===== src/hw/rtl/etu_pkg.sv =====
// ----------------------------------------------------------------------------
// etu_pkg
// shared types, character codes and classifier functions for the
// expression tokenizer
// ----------------------------------------------------------------------------
package etu_pkg;

  localparam int CH_W              = 8;
  localparam int VAL_W             = 32;
  localparam int LEN_W             = 7;
  localparam int KIND_W            = 3;
  localparam int MAX_IDENT_LEN_DEF = 79;
  localparam int FIFO_DEPTH        = 4;

  localparam logic [CH_W-1:0] CH_TAB   = 8'h09;
  localparam logic [CH_W-1:0] CH_SPACE = 8'h20;
  localparam logic [CH_W-1:0] CH_ZERO  = 8'h30;
  localparam logic [CH_W-1:0] CH_LT    = 8'h3c;
  localparam logic [CH_W-1:0] CH_EQ    = 8'h3d;
  localparam logic [CH_W-1:0] CH_GT    = 8'h3e;
  localparam logic [CH_W-1:0] CH_UNDER = 8'h5f;
  localparam logic [CH_W-1:0] CH_LOW_X = 8'h78;
  localparam logic [CH_W-1:0] CH_TILDE = 8'h7e;

  typedef enum logic [2:0] {
    MODE_IDLE,
    MODE_IDENT,
    MODE_DEC,
    MODE_ZERO,
    MODE_HEX,
    MODE_LT,
    MODE_GT,
    MODE_TILDE
  } mode_t;

  typedef enum logic [KIND_W-1:0] {
    KIND_EOF,
    KIND_ID,
    KIND_INT,
    KIND_LE,
    KIND_GE,
    KIND_NE,
    KIND_CHAR
  } kind_t;

  typedef struct packed {
    kind_t             kind;
    logic [VAL_W-1:0]  value;
    logic              last;
  } tok_t;

  function automatic logic is_letter(input logic [CH_W-1:0] c);
    return c inside {[8'h61:8'h7a], [8'h41:8'h5a]};
  endfunction

  function automatic logic is_digit(input logic [CH_W-1:0] c);
    return c inside {[8'h30:8'h39]};
  endfunction

  function automatic logic is_hex(input logic [CH_W-1:0] c);
    return c inside {[8'h30:8'h39], [8'h61:8'h66], [8'h41:8'h46]};
  endfunction

  // nibble value of a hex digit, only meaningful when is_hex is true
  function automatic logic [3:0] hex_val(input logic [CH_W-1:0] c);
    logic [3:0] v;
    if (is_digit(c)) begin
      v = c[3:0];
    end else begin
      v = c[3:0] + 4'd9;
    end
    return v;
  endfunction

endpackage


===== src/hw/rtl/etu_if.sv =====
// ----------------------------------------------------------------------------
// etu_if
// valid/ready channels of the expression tokenizer: character beats in,
// token beats out
// ----------------------------------------------------------------------------
interface etu_in_if;
  logic       valid;
  logic       ready;
  logic [7:0] ch;
  logic       end_of_line;

  modport source (output valid, ch, end_of_line, input ready);
  modport sink   (input valid, ch, end_of_line, output ready);
endinterface

interface etu_out_if;
  logic        valid;
  logic        ready;
  logic [2:0]  token_kind;
  logic [31:0] token_value;
  logic        last;

  modport source (output valid, token_kind, token_value, last, input ready);
  modport sink   (input valid, token_kind, token_value, last, output ready);
endinterface


===== src/hw/rtl/etu_scan.sv =====
// ----------------------------------------------------------------------------
// etu_scan
// scanner state and per-character token logic; produces up to two tokens
// for each character or end-of-line mark
// ----------------------------------------------------------------------------
module etu_scan import etu_pkg::*; #(
  parameter int MAX_IDENT_LEN = MAX_IDENT_LEN_DEF
) (
  input  logic            clk,
  input  logic            rst_n,
  input  logic            fire,
  input  logic [CH_W-1:0] ch,
  input  logic            eol,
  output logic [1:0]      res_n,
  output tok_t            res0,
  output tok_t            res1
);

  mode_t             mode_r, mode_nxt;
  logic [VAL_W-1:0]  acc_r, acc_nxt;
  logic [LEN_W-1:0]  len_r, len_nxt;

  logic  pend_vld;
  tok_t  pend_tok;
  logic  consumed;
  logic  rel_vld;
  kind_t rel_kind;
  logic  flush_vld;
  logic  char_vld;
  tok_t  rel_tok;
  tok_t  char_tok;
  tok_t  eof_tok;

  // pending token
  always_comb begin
    pend_vld = 1'b1;
    pend_tok = '{kind: KIND_INT, value: '0, last: 1'b0};
    case (mode_r)
      MODE_IDENT: pend_tok = '{kind: KIND_ID, value: VAL_W'(len_r), last: 1'b0};
      MODE_DEC,
      MODE_HEX:   pend_tok = '{kind: KIND_INT, value: acc_r, last: 1'b0};
      MODE_ZERO:  pend_tok = '{kind: KIND_INT, value: '0, last: 1'b0};
      MODE_LT:    pend_tok = '{kind: KIND_CHAR, value: VAL_W'(CH_LT), last: 1'b0};
      MODE_GT:    pend_tok = '{kind: KIND_CHAR, value: VAL_W'(CH_GT), last: 1'b0};
      MODE_TILDE: pend_tok = '{kind: KIND_CHAR, value: VAL_W'(CH_TILDE), last: 1'b0};
      default:    pend_vld = 1'b0;
    endcase
  end

  always_comb begin
    mode_nxt = mode_r;
    acc_nxt  = acc_r;
    len_nxt  = len_r;
    consumed = 1'b0;
    rel_vld  = 1'b0;
    rel_kind = KIND_LE;
    char_vld = 1'b0;

    if (!eol) begin
      case (mode_r)
        MODE_IDENT: begin
          if (is_letter(ch) || is_digit(ch) || ch == CH_UNDER) begin
            consumed = 1'b1;
            if (len_r < LEN_W'(MAX_IDENT_LEN)) begin
              len_nxt = len_r + 1'b1;
            end
          end
        end
        MODE_DEC: begin
          if (is_digit(ch)) begin
            consumed = 1'b1;
            acc_nxt  = (acc_r << 3) + (acc_r << 1) + VAL_W'(ch[3:0]);
          end
        end
        MODE_ZERO: begin
          if (ch == CH_LOW_X) begin
            consumed = 1'b1;
            mode_nxt = MODE_HEX;
            acc_nxt  = '0;
          end else if (is_digit(ch)) begin
            consumed = 1'b1;
            mode_nxt = MODE_DEC;
            acc_nxt  = VAL_W'(ch[3:0]);
          end
        end
        MODE_HEX: begin
          if (is_hex(ch)) begin
            consumed = 1'b1;
            acc_nxt  = {acc_r[VAL_W-5:0], hex_val(ch)};
          end
        end
        MODE_LT, MODE_GT, MODE_TILDE: begin
          if (ch == CH_EQ) begin
            consumed = 1'b1;
            rel_vld  = 1'b1;
            mode_nxt = MODE_IDLE;
            if (mode_r == MODE_LT) begin
              rel_kind = KIND_LE;
            end else if (mode_r == MODE_GT) begin
              rel_kind = KIND_GE;
            end else begin
              rel_kind = KIND_NE;
            end
          end
        end
        default: ;
      endcase
    end

    flush_vld = pend_vld && (eol || !consumed);

    if (eol) begin
      mode_nxt = MODE_IDLE;
    end else if (!consumed) begin
      mode_nxt = MODE_IDLE;
      if (ch == CH_SPACE || ch == CH_TAB) begin
        mode_nxt = MODE_IDLE;
      end else if (is_letter(ch)) begin
        mode_nxt = MODE_IDENT;
        len_nxt  = LEN_W'(1);
      end else if (ch == CH_ZERO) begin
        mode_nxt = MODE_ZERO;
        acc_nxt  = '0;
      end else if (is_digit(ch)) begin
        mode_nxt = MODE_DEC;
        acc_nxt  = VAL_W'(ch[3:0]);
      end else if (ch == CH_LT) begin
        mode_nxt = MODE_LT;
      end else if (ch == CH_GT) begin
        mode_nxt = MODE_GT;
      end else if (ch == CH_TILDE) begin
        mode_nxt = MODE_TILDE;
      end else begin
        char_vld = 1'b1;
      end
    end
  end

  // result ordering: flushed token first, then the token of this beat
  always_comb begin
    rel_tok  = '{kind: rel_kind, value: '0, last: 1'b0};
    char_tok = '{kind: KIND_CHAR, value: VAL_W'(ch), last: 1'b0};
    eof_tok  = '{kind: KIND_EOF, value: '0, last: 1'b0};
    res_n    = 2'(flush_vld) + 2'(rel_vld || char_vld || eol);
    if (flush_vld) begin
      res0 = pend_tok;
    end else if (rel_vld) begin
      res0 = rel_tok;
    end else if (char_vld) begin
      res0 = char_tok;
    end else begin
      res0 = eof_tok;
    end
    res1      = char_vld ? char_tok : eof_tok;
    res0.last = (res_n == 2'd1);
    res1.last = 1'b1;
  end

  always_ff @(posedge clk) begin
    if (!rst_n) begin
      mode_r <= MODE_IDLE;
      acc_r  <= '0;
      len_r  <= '0;
    end else if (fire) begin
      mode_r <= mode_nxt;
      acc_r  <= acc_nxt;
      len_r  <= len_nxt;
    end
  end

  a_idle_single: assert property (@(posedge clk) disable iff (!rst_n)
    fire && mode_r == MODE_IDLE && !eol |-> res_n <= 2'd1)
    else $error("idle scanner produced two tokens from one character");

  a_eol_emits: assert property (@(posedge clk) disable iff (!rst_n)
    fire && eol |=> mode_r == MODE_IDLE)
    else $error("scanner not idle after end of line");

  a_res_n_range: assert property (@(posedge clk) disable iff (!rst_n)
    fire |-> res_n != 2'd3)
    else $error("scanner produced more than two tokens");

endmodule


===== src/hw/rtl/etu_fifo.sv =====
// ----------------------------------------------------------------------------
// etu_fifo
// token result queue; takes up to two tokens per cycle, delivers one beat
// per cycle while ready is high on the output channel
// ----------------------------------------------------------------------------
module etu_fifo import etu_pkg::*; (
  input  logic        clk,
  input  logic        rst_n,
  input  logic [1:0]  push_n,
  input  tok_t        push0,
  input  tok_t        push1,
  output logic        room2,
  etu_out_if.source   out_chan
);

  localparam int PTR_W = $clog2(FIFO_DEPTH);
  localparam int CNT_W = $clog2(FIFO_DEPTH + 1);

  tok_t             mem_r [FIFO_DEPTH];
  logic [PTR_W-1:0] rd_ptr_r, rd_ptr_nxt;
  logic [PTR_W-1:0] wr_ptr_r, wr_ptr_nxt;
  logic [PTR_W-1:0] wr_ptr_p1;
  logic [CNT_W-1:0] cnt_r, cnt_nxt;
  logic             pop;
  tok_t             head;

  assign head      = mem_r[rd_ptr_r];
  assign pop       = out_chan.valid && out_chan.ready;
  assign room2     = cnt_r <= CNT_W'(FIFO_DEPTH - 2);
  assign wr_ptr_p1 = wr_ptr_r + 1'b1;

  assign out_chan.valid       = cnt_r != '0;
  assign out_chan.token_kind  = head.kind;
  assign out_chan.token_value = head.value;
  assign out_chan.last        = head.last;

  always_comb begin
    rd_ptr_nxt = rd_ptr_r + PTR_W'(pop);
    wr_ptr_nxt = wr_ptr_r + PTR_W'(push_n);
    cnt_nxt    = cnt_r + CNT_W'(push_n) - CNT_W'(pop);
  end

  always_ff @(posedge clk) begin
    if (push_n != 2'd0) begin
      mem_r[wr_ptr_r] <= push0;
    end
    if (push_n == 2'd2) begin
      mem_r[wr_ptr_p1] <= push1;
    end
  end

  always_ff @(posedge clk) begin
    if (!rst_n) begin
      rd_ptr_r <= '0;
      wr_ptr_r <= '0;
      cnt_r    <= '0;
    end else begin
      rd_ptr_r <= rd_ptr_nxt;
      wr_ptr_r <= wr_ptr_nxt;
      cnt_r    <= cnt_nxt;
    end
  end

  a_no_overflow: assert property (@(posedge clk) disable iff (!rst_n)
    push_n != 2'd0 |-> 32'(cnt_r) + 32'(push_n) <= 32'(FIFO_DEPTH) + 32'(pop))
    else $error("token queue overflow");

  a_cnt_bound: assert property (@(posedge clk) disable iff (!rst_n)
    32'(cnt_r) <= 32'(FIFO_DEPTH))
    else $error("token queue count out of range");

  a_ptr_track: assert property (@(posedge clk) disable iff (!rst_n)
    cnt_r == '0 |-> rd_ptr_r == wr_ptr_r)
    else $error("empty queue with pointers apart");

endmodule


===== src/hw/rtl/expression_tokenizer_unit.sv =====
// ----------------------------------------------------------------------------
// expression_tokenizer_unit
// streaming tokenizer for expression lines: identifiers, decimal and hex
// numbers, relational pairs and single characters, one character per beat
// ----------------------------------------------------------------------------
//  channel   dir  payload                          handshake
//  in_chan   in   ch[7:0], end_of_line             valid/ready
//  out_chan  out  token_kind, token_value, last    valid/ready
//
//  one character beat per cycle while the token queue has room; a beat giving
//  two tokens takes two out beats; the input beat is registered, then scanned
//  into the 4-entry token queue, whose head drives out_chan
//  synchronous active-low reset clears the scanner and empties the queue
//  input stalls only when the token queue holds more than two tokens
// ----------------------------------------------------------------------------
module expression_tokenizer_unit import etu_pkg::*; #(
  parameter int MAX_IDENT_LEN = MAX_IDENT_LEN_DEF
) (
  input  logic      clk,
  input  logic      rst_n,
  etu_in_if.sink    in_chan,
  etu_out_if.source out_chan
);

  logic            in_vld_r, in_vld_nxt;
  logic [CH_W-1:0] ch_r;
  logic            eol_r;
  logic            in_fire;
  logic            proc_fire;
  logic            room2;
  logic [1:0]      res_n;
  logic [1:0]      push_n;
  tok_t            res0;
  tok_t            res1;

  assign proc_fire     = in_vld_r && room2;
  assign in_chan.ready = !in_vld_r || proc_fire;
  assign in_fire       = in_chan.valid && in_chan.ready;
  assign in_vld_nxt    = in_fire || (in_vld_r && !proc_fire);
  assign push_n        = proc_fire ? res_n : 2'd0;

  always_ff @(posedge clk) begin
    if (!rst_n) begin
      in_vld_r <= 1'b0;
    end else begin
      in_vld_r <= in_vld_nxt;
    end
  end

  always_ff @(posedge clk) begin
    if (in_fire) begin
      ch_r  <= in_chan.ch;
      eol_r <= in_chan.end_of_line;
    end
  end

  etu_scan #(
    .MAX_IDENT_LEN (MAX_IDENT_LEN)
  ) u_scan (
    .clk   (clk),
    .rst_n (rst_n),
    .fire  (proc_fire),
    .ch    (ch_r),
    .eol   (eol_r),
    .res_n (res_n),
    .res0  (res0),
    .res1  (res1)
  );

  etu_fifo u_fifo (
    .clk      (clk),
    .rst_n    (rst_n),
    .push_n   (push_n),
    .push0    (res0),
    .push1    (res1),
    .room2    (room2),
    .out_chan (out_chan)
  );

endmodule


===== src/flat_wrapper.sv =====
// flat-port wrapper written by rule: the top's interface ports become plain ports
module expression_tokenizer_unit_flat import etu_pkg::*;
#(
  parameter int MAX_IDENT_LEN = MAX_IDENT_LEN_DEF
)
  (clk, rst_n, in_chan_valid, in_chan_ch, in_chan_end_of_line, in_chan_ready, out_chan_valid, out_chan_token_kind, out_chan_token_value, out_chan_last, out_chan_ready);
  etu_in_if in_chan_i ();
  etu_out_if out_chan_i ();
  input  logic clk;
  input  logic rst_n;
  input wire logic [$bits(in_chan_i.valid)-1:0] in_chan_valid;
  input wire logic [$bits(in_chan_i.ch)-1:0] in_chan_ch;
  input wire logic [$bits(in_chan_i.end_of_line)-1:0] in_chan_end_of_line;
  output wire logic [$bits(in_chan_i.ready)-1:0] in_chan_ready;
  output wire logic [$bits(out_chan_i.valid)-1:0] out_chan_valid;
  output wire logic [$bits(out_chan_i.token_kind)-1:0] out_chan_token_kind;
  output wire logic [$bits(out_chan_i.token_value)-1:0] out_chan_token_value;
  output wire logic [$bits(out_chan_i.last)-1:0] out_chan_last;
  input wire logic [$bits(out_chan_i.ready)-1:0] out_chan_ready;
  assign in_chan_i.valid = in_chan_valid;
  assign in_chan_i.ch = in_chan_ch;
  assign in_chan_i.end_of_line = in_chan_end_of_line;
  assign in_chan_ready = in_chan_i.ready;
  assign out_chan_valid = out_chan_i.valid;
  assign out_chan_token_kind = out_chan_i.token_kind;
  assign out_chan_token_value = out_chan_i.token_value;
  assign out_chan_last = out_chan_i.last;
  assign out_chan_i.ready = out_chan_ready;
  expression_tokenizer_unit #(.MAX_IDENT_LEN(MAX_IDENT_LEN)) u_core (.clk(clk), .rst_n(rst_n), .in_chan(in_chan_i), .out_chan(out_chan_i));
endmodule

===== config.mk =====
export PLATFORM = sky130hd
export DESIGN_NAME = expression_tokenizer_unit_flat
export DESIGN_NICKNAME = d
export VERILOG_FILES = /design/src/hw/rtl/etu_pkg.sv /design/src/hw/rtl/etu_if.sv /design/src/hw/rtl/etu_scan.sv /design/src/hw/rtl/etu_fifo.sv /design/src/hw/rtl/expression_tokenizer_unit.sv /design/src/flat_wrapper.sv
export SDC_FILE = /design/constraint.sdc
export NUM_CORES = 1
export LEC_CHECK = 0
export BUFFER_PORTS_ARGS = -buffer_cell sky130_fd_sc_hd__buf_2
export CAP_MARGIN = 20
export CORE_MARGIN = 2
export CORE_UTILIZATION = 25
export CTS_CLUSTER_SIZE = 30
export DETAILED_ROUTE_END_ITERATION = 8
export PLACE_DENSITY = 0.48
export SYNTH_ARGS = -nofsm -noshare
export SYNTH_HDL_FRONTEND = slang
export SYNTH_SLANG_ARGS = --single-unit

===== constraint.sdc =====
create_clock -name clk -period 9.71 [get_ports clk]
set_input_delay 0.4855 -clock clk [delete_from_list [all_inputs] [get_ports clk]]
set_output_delay 0.4855 -clock clk [all_outputs]
set_load 0.03 [all_outputs]

* Yosys cells after proc, flatten, opt, wreduce, memory -nomap -nowiden
Memory sizes are Yosys's and may differ from the RTL's. A register that Yosys moved wholly into a read port is not among the register bits. Cells that the tools add are included.
Storage, ports and cells: memory bits (writable) 144, word-level logic and storage cells 148, memories 1, register bits 59
Cells by class: mux-type cells 68, add/sub/neg operators 10, eq/ne operators 21, $lt $le $gt $ge 10, reduce and logical (&&, ||, !) cells 29
Memories:
- u_core.u_fifo.mem_r | depth 4, bits a word 36, read ports 1, clocked after Yosys merged registers in 1, wr ports 2, line etu_fifo.sv:19 | tok_t mem_r [FIFO_DEPTH];
Operator list (number):
- two-way mux 32 bit | 11
- case mux 36 bit (5 select lines) | 1
- two-way mux 36 bit | 3
- case mux 32 bit (3 select lines) | 1
- two-way mux 7 bit | 8
- two-way mux 3 bit | 16
- == test 8 x 6 -> 1 bit, second input constant | 5
- adder 32 bit | 1
- adder 32 x 4 -> 32 bit | 1
- less-or-equal comparator 8 x 7 -> 1 bit, second input constant | 4
- == test 8 x 7 -> 1 bit, second input constant | 3
- two-way mux 1 bit | 23
- >= comparator 8 x 7 -> 1 bit, second input constant | 2
- == test 3 bit, second input constant | 4
- logical AND 1 bit | 10
- == test 8 x 4 -> 1 bit, second input constant | 1
- >= comparator 8 x 6 -> 1 bit, second input constant | 1
- less-or-equal comparator 8 x 6 -> 1 bit, second input constant | 1
- logical OR 1 bit | 8
- adder 7 x 1 -> 7 bit, second input constant | 1
- < comparator 7 bit, second input constant | 1
- OR reduction 7 bit | 1
- == test 3 x 2 -> 1 bit, second input constant | 2
- case mux 3 bit (2 select lines) | 1
- 23 further kinds | 28

* Longest topological paths before layout
Gate-level depths: netlist (run 1).
depth in word-level cells 17, gate-level depth with buffers 21

* Hierarchy
From an unflattened synthesis (run 1), not the netlist that was laid out.
Unflattened totals: cell total of the unflattened synthesis 1137, area total of the unflattened synthesis 13364.1 µm²
Modules (own cells, without submodules):
- etu_fifo | instances 1, seq. area each 4464.3 µm², cells an instance 393, area each 7498.4 µm²
- etu_scan | instances 1, seq. area each 840.8 µm², cells an instance 727, area each 5515.3 µm²
- expression_tokenizer_unit | instances 1, seq. area each 290.3 µm², cells an instance 17, area each 350.3 µm²

* Worst setup path after synthesis (run 1)
OpenSTA, ideal clock, no wires.
path kind register to register, from reg u_core.ch_r[1], to reg u_core.u_fifo.cnt_r[2], arrival 4217 ps, slack 5365 ps, stages on the path, launching flop included 21, buffers on the path 2, data required time 9582 ps, path through edfxtp_1 -> clkbuf_1 -> inv_1 -> ha_1 -> nor3b_1 -> o41a_2 -> o221a_4 -> a21oi_2 -> or2_2 -> inv_1 -> ha_1 -> clkbuf_1 -> nand2_1 -> ha_1 -> inv_1 -> ha_1 -> inv_1 -> fa_1 -> xnor2_1 -> xnor2_1 -> nor2_1
Between the ends: word-level cells in the longest chain between the ends 16, elaborated cells between the ends (all ways) 54, those cells by class add/sub: 3; order compare: 8; eq/ne: 9; mux: 19; reduce/logical: 15
RTL lines:
- from (decl) | line expression_tokenizer_unit.sv:26 | logic [CH_W-1:0] ch_r;
- from (signal assigned) | line expression_tokenizer_unit.sv:52 | ch_r <= in_chan.ch;
- >= comparator 8 x 7 -> 1 bit (tied with other cells) | line etu_pkg.sv:53, etu_pkg.sv:61
- logical AND 1 bit / two-way mux 1 bit (equally long branches) | line etu_pkg.sv:53, etu_scan.sv:131
- nonzero test 2 bit / two-way mux 1 bit (equally long branches) | line etu_pkg.sv:53, etu_scan.sv:129
- logical OR 1 bit / two-way mux 1 bit (equally long branches) | line etu_scan.sv:62, etu_scan.sv:127
- logical OR 1 bit / two-way mux 1 bit (equally long branches) | line etu_scan.sv:62, etu_scan.sv:124
- two-way mux 1 bit (on tied branches) | line etu_scan.sv:62, etu_scan.sv:121
- case mux 1 bit (5 select lines) / two-way mux 1 bit (equally long branches) | line etu_scan.sv:60, etu_scan.sv:118
- two-way mux 1 bit (on tied branches) | line etu_scan.sv:59, etu_scan.sv:116
- two-way mux 1 bit | line etu_scan.sv:114 | end else if (!consumed) begin
- two-way mux 1 bit | line etu_scan.sv:112 | if (eol) begin
- logical OR 1 bit (2 in series) | line etu_scan.sv:144 | res_n = 2'(flush_vld) + 2'(rel_vld || char_vld || eol);
- adder 1 x 1 -> 2 bit * | line etu_scan.sv:144
- two-way mux 2 bit * | line expression_tokenizer_unit.sv:40 | assign push_n = proc_fire ? res_n : 2'd0;
- adder 3 x 2 -> 3 bit * | line etu_fifo.sv:40 | cnt_nxt = cnt_r + CNT_W'(push_n) - CNT_W'(pop);
- subtractor 3 x 1 -> 3 bit * | line etu_fifo.sv:40
- to (signal assigned) | line etu_fifo.sv:60 | cnt_r <= cnt_nxt;
- to (decl) | line etu_fifo.sv:23 | logic [CNT_W-1:0] cnt_r, cnt_nxt;
Mark *: on every way between the ends. The rest lies on a longest branch, timed or not. A chain may end at the register's enable or synchronous reset.

* Worst setup path in the final report (run 1)
from reg u_core.ch_r[0], to reg u_core.u_fifo.cnt_r[2]
Same word-level chain as after synthesis.

==> flow_summary.json, run 1 <==
{
  "status": "finished clean",
  "track_usage_pct": 14.66,
  "yosysUniqueCellTypes": 77,
  "synth_ff_type": "dfxtp_1",
  "post-route-period-util_pct": 51.81,
  "ys_seq_area_share_pct": 39.13,
  "drc": 0,
  "powerDensity_mw_per_mm2": 177.9,
  "synth_edf_count": 49,
  "cp_slowest_cell": "edfxtp_1",
  "syn2layout_area_growth_pct": 13.32,
  "ant_nets": 0,
  "worstPathCellList": "inv_1 > ha_1 > nor3b_1 > a221o_1 > a31o_2 > a21oi_2 > or2_2 > inv_1 > ha_1 > nand2_1 > ha_1 > inv_1 > ha_1 > inv_1 > fa_1 > xnor2_1 > xnor2_1 > nor2_1",
  "cp-start-kind": "flip-flop",
  "place_congestion": 0.8213,
  "slew_viol_final": 0,
  "post-route-cell-area_mm2": 0.01319,
  "path_class": "flip-flop to flip-flop",
  "num_rows": 79,
  "fp.dieH_um": 219.8,
  "worstPathMaxFanout": 18,
  "die_w_um": 219.8,
  "seqCellArea_mm2": 0.004557,
  "cts-resized-gates": 0,
  "clock_latency_ps": 530,
  "grt_pass1_vias": 9549,
  "worstHoldPathCells": 1,
  "multi_input_area_mm2": 0.006623,
  "synth-async-reset-ratio_pct": 0,
  "cpPeakStageDelay_ps": 690,
  "synth.net_count": 1271,
  "required_ps": 10120,
  "netlist_area_mm2": 0.01164,
  "wl_per_cell_um": 19.69,
  "place_area_mm2": 0.01242,
  "max_slew_margin_pct": 24.84,
  "grt_pass1_wl_mm": 55.69,
  "avgViaCountPerCell": 5.300,
  "yosysMostFrequentCell": "dfxtp_1",
  "root_buffer": "clkbuf_16",
  "grt_max_degree": 38,
  "setup_slack_ps": 4679,
  "yosys_register_bits": 203,
  "fin_skew_ps": 14.03,
  "hp-class": "primary input to flip-flop",
  "diodes": 0,
  "io-pin-count": 51,
  "worstRegToRegCells": 18,
  "finalSetupViolCount": 0,
  "synth_area_leaders": "dfxtp_1, edfxtp_1, a22o_1",
  "yosysTopAreaCellShare_pct": 26.49,
  "syn_inst": 1186,
  "ir_worst_vdd_v": 0.00009820,
  "dr_total_vias": 9609,
  "wl_mm": 35.70,
  "cts_tree": "built",
  "grt.overflow.total": 0,
  "synth.avg_cell_area_um2": 9.814,
  "rsz0062_at_grt": "no",
  "cts_hold_buf": 0,
  "core-area_mm2": 0.04626,
  "fin_setup_tns_ps": 0,
  "fin_total_pwr_w": 0.002347,
  "path_clk_slew_ps": 60,
  "worst_pin_slew_ps": 1127,
  "nFillCells": 4900,
  "port_buffers": 50,
  "drtIter0Drc": 738,
  "htree_levels": 1,
  "final_nets": 1274,
  "p_leak_nw": 5.093,
  "synth_top_cell_by_area": "dfxtp_1",
  "cts_num_sinks": 203,
  "dieArea_mm2": 0.04830,
  "synth_warnings": 0,
  "antenna_found_initial": 1,
  "synth_common_cells": "dfxtp_1, a22o_1, nand2_1",
  "initial_core_util_pct": 25.16,
  "cts_buffer_depth": 3,
  "cts_setup_buffers": 0,
  "cts_buffers": 23,
  "hold_viol_final": 0,
  "arrival_ps": 5440,
  "drive_above_1_share_pct": 14.01,
  "dp_hpwl_mm": 24.97,
  "period_needed_ps": 5031,
  "fmax_ghz": 0.1988,
  "cp-end-kind": "flip-flop",
  "dr.pass1.iters": 5,
  "place_ws_ps": 4420,
  "timing.max_cap.violations": 0
}
## worst max-delay path, delay by kind of cell (launching register included)
| kind | cells | cell delay [ps] |
|---|---|---|
| DFF | 1 | 690 |
| AOI/OAI and AO/OA | 3 | 1390 |
| and+or+nand+nor | 4 | 660 |
| adders and majority gates | 5 | 1530 |
| buffers and inverters | 4 | 290 |
| xor gates and xnor gates | 2 | 340 |
## cells in the final DEF, fill, tap and decap left out, types with 5 or more instances in the layout
cell type / n
a211oi_1: 5
a21o_1: 22
a21oi_1: 74
a22o_1: 123
a22oi_1: 7
a31oi_1: 14
and2_1: 11
and3_1: 5
buf_2: 50
buf_4: 16
clkbuf_16: 23
dfxtp_1: 152
edfxtp_1: 49
ha_1: 69
inv_1: 31
mux2i_1: 9
mux4_2: 36
nand2_1: 87
nand2b_1: 14
nand3_1: 14
nand3b_1: 6
nand4_1: 12
nor2_1: 74
nor2b_1: 9
nor3_1: 27
nor3b_1: 5
nor4_1: 5
o211ai_1: 17
o21a_1: 8
o21ai_0: 59
o221ai_1: 8
o22ai_1: 13
o31ai_1: 8
or2_2: 5
or3_1: 9
xnor2_1: 16
xor2_1: 13
## metal layers
layer	up-vias	wire length, um	track usage [%]
li1	4567	-	-
met1	4741	16990	20.33
met3	54	1751	2.084
met5	-	13	0
met4	2	771	4.049
met2	245	16170	23.72
## flip-flops by register name (all words and copies together) (netlist names)
signal                  cells
u_core.u_fifo.rd_ptr_r      2
u_core.ch_r                 8
u_core.u_fifo.cnt_r         3
u_core.u_scan.acc_r        32
u_core.u_fifo.wr_ptr_r      2
u_core.u_fifo.mem_r       144
u_core.u_scan.len_r         7
u_core.u_scan.mode_r        3
u_core.eol_r                1
u_core.in_vld_r             1
## metrics by stage
| step | hold slack [ps] | utilization [%] | instances |
|---|---|---|---|
| after global routing | 112.9 | 28.51 | 1813 |
| after global placement | 433.0 | 26.85 | 1768 |
| after floorplan | 419.8 | - | 1186 |
| after CTS | 110.6 | 28.45 | 1810 |
| final | 129.6 | 28.51 | 1813 |
| after detailed placement | 460.2 | 26.85 | 1768 |
## path summary, 6_finish.rpt
path / from / endpoint / slack [ps]
hold / removal: in_chan_ch[4] / u_core.ch_r[4] / 130
hold reg to reg: u_core.u_fifo.mem_r[3][29] / u_core.u_fifo.mem_r[3][29] / 470
setup / recovery: u_core.ch_r[0] / u_core.u_fifo.cnt_r[2] / 4680
setup reg to reg: u_core.ch_r[0] / u_core.u_fifo.cnt_r[2] / 4680
## layout make-up
cell class,instances,area share (%)
Tap cell,607,5.758
Clock inverter,14,1.034
Clock buffer,28,4.582
Sequential cell,203,34.55
Inverter,32,0.9106
Timing Repair Buffer,68,2.960
Multi-Input combinational cell,861,50.21
## cell families (layout without fill, tap and decap cells)
kind of cell / Yosys count / count (layout) / synth area share (%)
compound gates: 417 / 417 / 26.37
simple gates: 298 / 298 / 12.56
flops: 203 / 203 / 39.13
buf+inv: 122 / 142 / 4.095
fa+ha+maj: 72 / 72 / 7.933
mux: 45 / 45 / 7.739
xor+xnor: 29 / 29 / 2.182
## power breakdown
part           internal [W]  leakage, nW  switching [W]
clock              0.000499        0.356       0.000361
combinational      0.000186         3.04       0.000327
sequential         0.000904         1.69      0.0000691
(Power assumes the default switching activity.)
==> inputs of run 2 (changes only) <==
ABC_AREA = 1   (was unset)
clock period = 4.66 ns   (was 9.71 ns; I/O delays follow)
==> run 2 against run 1 <==
Combinational power increased to 3.8 times the previous value; worst hold slack got worse by 77 ps; sequential power increased by 100%; global-route usage increased by 1.5 points; clock power increased by 110%; fmax increased by 23%; via count increased by 37%; clock-buffer cell count decreased by 2; clock skew increased by 12 ps; first-iteration DRC count increased by 17%; critical endpoint is now u_core.u_fifo.mem_r[0][5]; largest cell class unchanged.
==> flow_summary.json, run 2 <==
{
  "dp_hpwl_mm": 32.23,
  "post-route-period-util_pct": 87.94,
  "dpl.cell_count": 2688,
  "period_needed_ps": 4098,
  "antenna_found_initial": 0,
  "worstRegToRegCells": 20,
  "ys_seq_area_share_pct": 34.27,
  "dieArea_mm2": 0.05502,
  "cts_num_sinks": 203,
  "setup_slack_ps": 562.1,
  "synth.net_count": 2087,
  "synth_warnings": 0,
  "worst_pin_slew_ps": 977.7,
  "fin_cells": 2738,
  "final_nets": 2119,
  "synth_area_leaders": "dfxtp_1, nand2_1, edfxtp_1",
  "diodes": 0,
  "arrival_ps": 4260,
  "finalSetupViolCount": 0,
  "cpMostUsedCell": "inv_1",
  "core-area_mm2": 0.05255,
  "final_cell_mix": "nand2_1, nor2_1, nand3_1, inv_1, dfxtp_1",
  "syn_inst": 2002,
  "critPathBufInv": 5,
  "worstHoldPathCells": 3,
  "drtIter0Drc": 861,
  "io-pin-count": 51,
  "min_from": "rst_n",
  "worstReg2RegEnd": "u_core.u_fifo.mem_r[0][5]",
  "cts_setup_buffers": 0,
  "grt_max_degree": 74,
  "cpPeakStageDelay_ps": 640,
  "synth_ff_type": "dfxtp_1",
  "largest_reg_flops": 144,
  "wl_mm": 44.61,
  "drc": 0,
  "clock_latency_ps": 530,
  "rrSetupSlack_ps": 560,
  "final_common_cell": "nand2_1",
  "regMostFlops": "u_core.u_fifo.mem_r",
  "htree_levels": 1,
  "largestRegisters": "u_core.u_fifo.mem_r: 144 flops, u_core.u_scan.acc_r: 32 flops, u_core.ch_r: 8 flops",
  "syn2layout_area_growth_pct": 13.79,
  "cp_slowest_cell": "nor2_1",
  "fin_util_pct": 28.78,
  "yosys_register_bits": 203,
  "grt_pass1_wl_mm": 70.97,
  "netlist_area_mm2": 0.01329,
  "fp.dieH_um": 234.6,
  "die_w_um": 234.6,
  "ant_nets": 0,
  "place_congestion": 0.8958,
  "cp-end-kind": "flip-flop",
  "synth_edf_count": 49,
  "yosysUniqueCellTypes": 44,
  "track_usage_pct": 16.20,
  "fin_skew_ps": 26.24,
  "cts_tree": "built",
  "synth-async-reset-ratio_pct": 0,
  "dr_total_vias": 13130,
  "yosysMostFrequentCell": "nand2_1",
  "port_buffers": 50,
  "worstPathCellList": "inv_1 > ha_1 > nand2_1 > nand2_1 > nand3_2 > nand2_4 > inv_4 > nand3_2 > nand2_2 > inv_1 > nor2_4 > nand3_2 > nand3_1 > ha_1 > inv_1 > nor2_1 > nor2_1 > nor2_1 > inv_1 > nand2_1",
  "fin_setup_tns_ps": 0,
  "timing.max_cap.violations": 0,
  "whs_endpoint": "u_core.u_fifo.cnt_r[0]",
  "synth_common_cells": "nand2_1, nor2_1, nand3_1",
  "cts_buffer_depth": 3,
  "r2r-start": "u_core.ch_r[0]",
  "cp-start-kind": "flip-flop",
  "grt.overflow.total": 0,
  "slew_viol_final": 0,
  "wl_per_cell_um": 16.29,
  "cts_buffers": 22,
  "fmax_ghz": 0.2440,
  "path_class": "flip-flop to flip-flop",
  "initial_core_util_pct": 25.29,
  "yosysTopAreaCellShare_pct": 23.20,
  "hold_viol_final": 0,
  "status": "finished clean",
  "required_ps": 4830,
  "rsz0062_at_grt": "no",
  "dr.pass1.iters": 5,
  "max_slew_margin_pct": 34.82,
  "path_clk_slew_ps": 60,
  "powerDensity_mw_per_mm2": 379.6,
  "synth_top_cell_by_area": "dfxtp_1",
  "num_rows": 84,
  "synth.avg_cell_area_um2": 6.638,
  "p_leak_nw": 6.628,
  "root_buffer": "clkbuf_16",
  "grt_pass1_vias": 12700,
  "drive_above_1_share_pct": 9.024,
  "cp_top_family": "simple AND/OR/NAND/NOR gates",
  "place_ws_ps": 347.4,
  "worstPathMaxFanout": 15,
  "avgViaCountPerCell": 4.795,
  "hp-class": "primary input to flip-flop",
  "ir_worst_vdd_v": 0.0002159
}
[run 2: worst reg2reg max path, cell delays in order (launching register included)]
cell and delay [ps]:
edfxtp_1 420, inv_1 80, ha_1 250, nand2_1 90, nand2_1 60, nand3_2 110, nand2_4 70, inv_4 160
nand3_2 130, nand2_2 160, inv_1 90, nor2_4 180, nand3_2 90, nand3_1 110, ha_1 160, inv_1 80
nor2_1 180, nor2_1 160, nor2_1 640, inv_1 130, nand2_1 410
[run 2: stage by stage]
step | area, um2 | hold slack, ps | total power [W]
floorplan | 13290 | 326.5 | 0.003378
global placement | 14280 | 411.3 | 0.003990
detailed placement | 14280 | 420.2 | 0.003997
CTS | 15120 | 26.31 | 0.005823
global route | 15120 | 55.63 | 0.006083
finish | 15120 | 52.80 | 0.005741
[run 2: final cells by class]
class	instances	area (um2)
timing repair buffer	95	613.1
clock buffer	26	596.8
inverter	177	666.9
clock inverter	14	137.6
fill	5788	37430
tap	688	860.8
multi-input combinational	1535	7692
sequential	203	4556
[run 2: worst max-delay path by stage]
stage / start / end / cells after the start
3_5_place_dp: u_core.ch_r[0] / u_core.u_fifo.mem_r[3][7] / 20
4_1_cts: u_core.ch_r[0] / u_core.u_fifo.mem_r[3][8] / 20
3_3_place_gp: u_core.ch_r[0] / u_core.u_fifo.mem_r[3][1] / 20
5_1_grt: u_core.ch_r[0] / u_core.u_fifo.mem_r[0][8] / 20
6_report: u_core.ch_r[0] / u_core.u_fifo.mem_r[0][5] / 20
2_1_floorplan: u_core.ch_r[1] / u_core.u_fifo.cnt_r[2] / 26
[run 2: routing by layer]
| layer | vias up | routed length (um) | global-route usage [%] |
|---|---|---|---|
| met1 | 6048 | 20960 | 22.04 |
| met2 | 313 | 20680 | 27.25 |
| met4 | 0 | 952 | 4.383 |
| met5 | - | 0 | 0 |
| li1 | 6707 | - | - |
| met3 | 60 | 2017 | 1.587 |
[run 2: where the power goes]
group / internal (W) / total, W / switching [W]
clock network: 0.00103 / 0.00180 / 0.000763
registers: 0.00191 / 0.00198 / 0.0000750
logic: 0.000522 / 0.00196 / 0.00144
total: 0.00347 / 0.00574 / 0.00228
[run 2: cell families (layout without fill, tap and decap cells)]
| logic type | count (synthesis) | after routing | share of synthesized area [%] |
|---|---|---|---|
| and+or+nand+nor | 1058 | 1058 | 34.29 |
| xor gates and xnor gates | 17 | 17 | 1.120 |
| AOI/OAI and AO/OA | 388 | 388 | 15.49 |
| DFF | 203 | 203 | 34.27 |
| adders and majority gates | 72 | 72 | 6.948 |
| buffers and inverters | 264 | 312 | 7.889 |
[run 2: repair_timing]
action | in CTS | in global routing
setup endpoints to repair | 0 | 47
hold buffers | 10 | 0
endpoints found under the hold margin | 10 | 0
gates resized for setup | 0 | 2
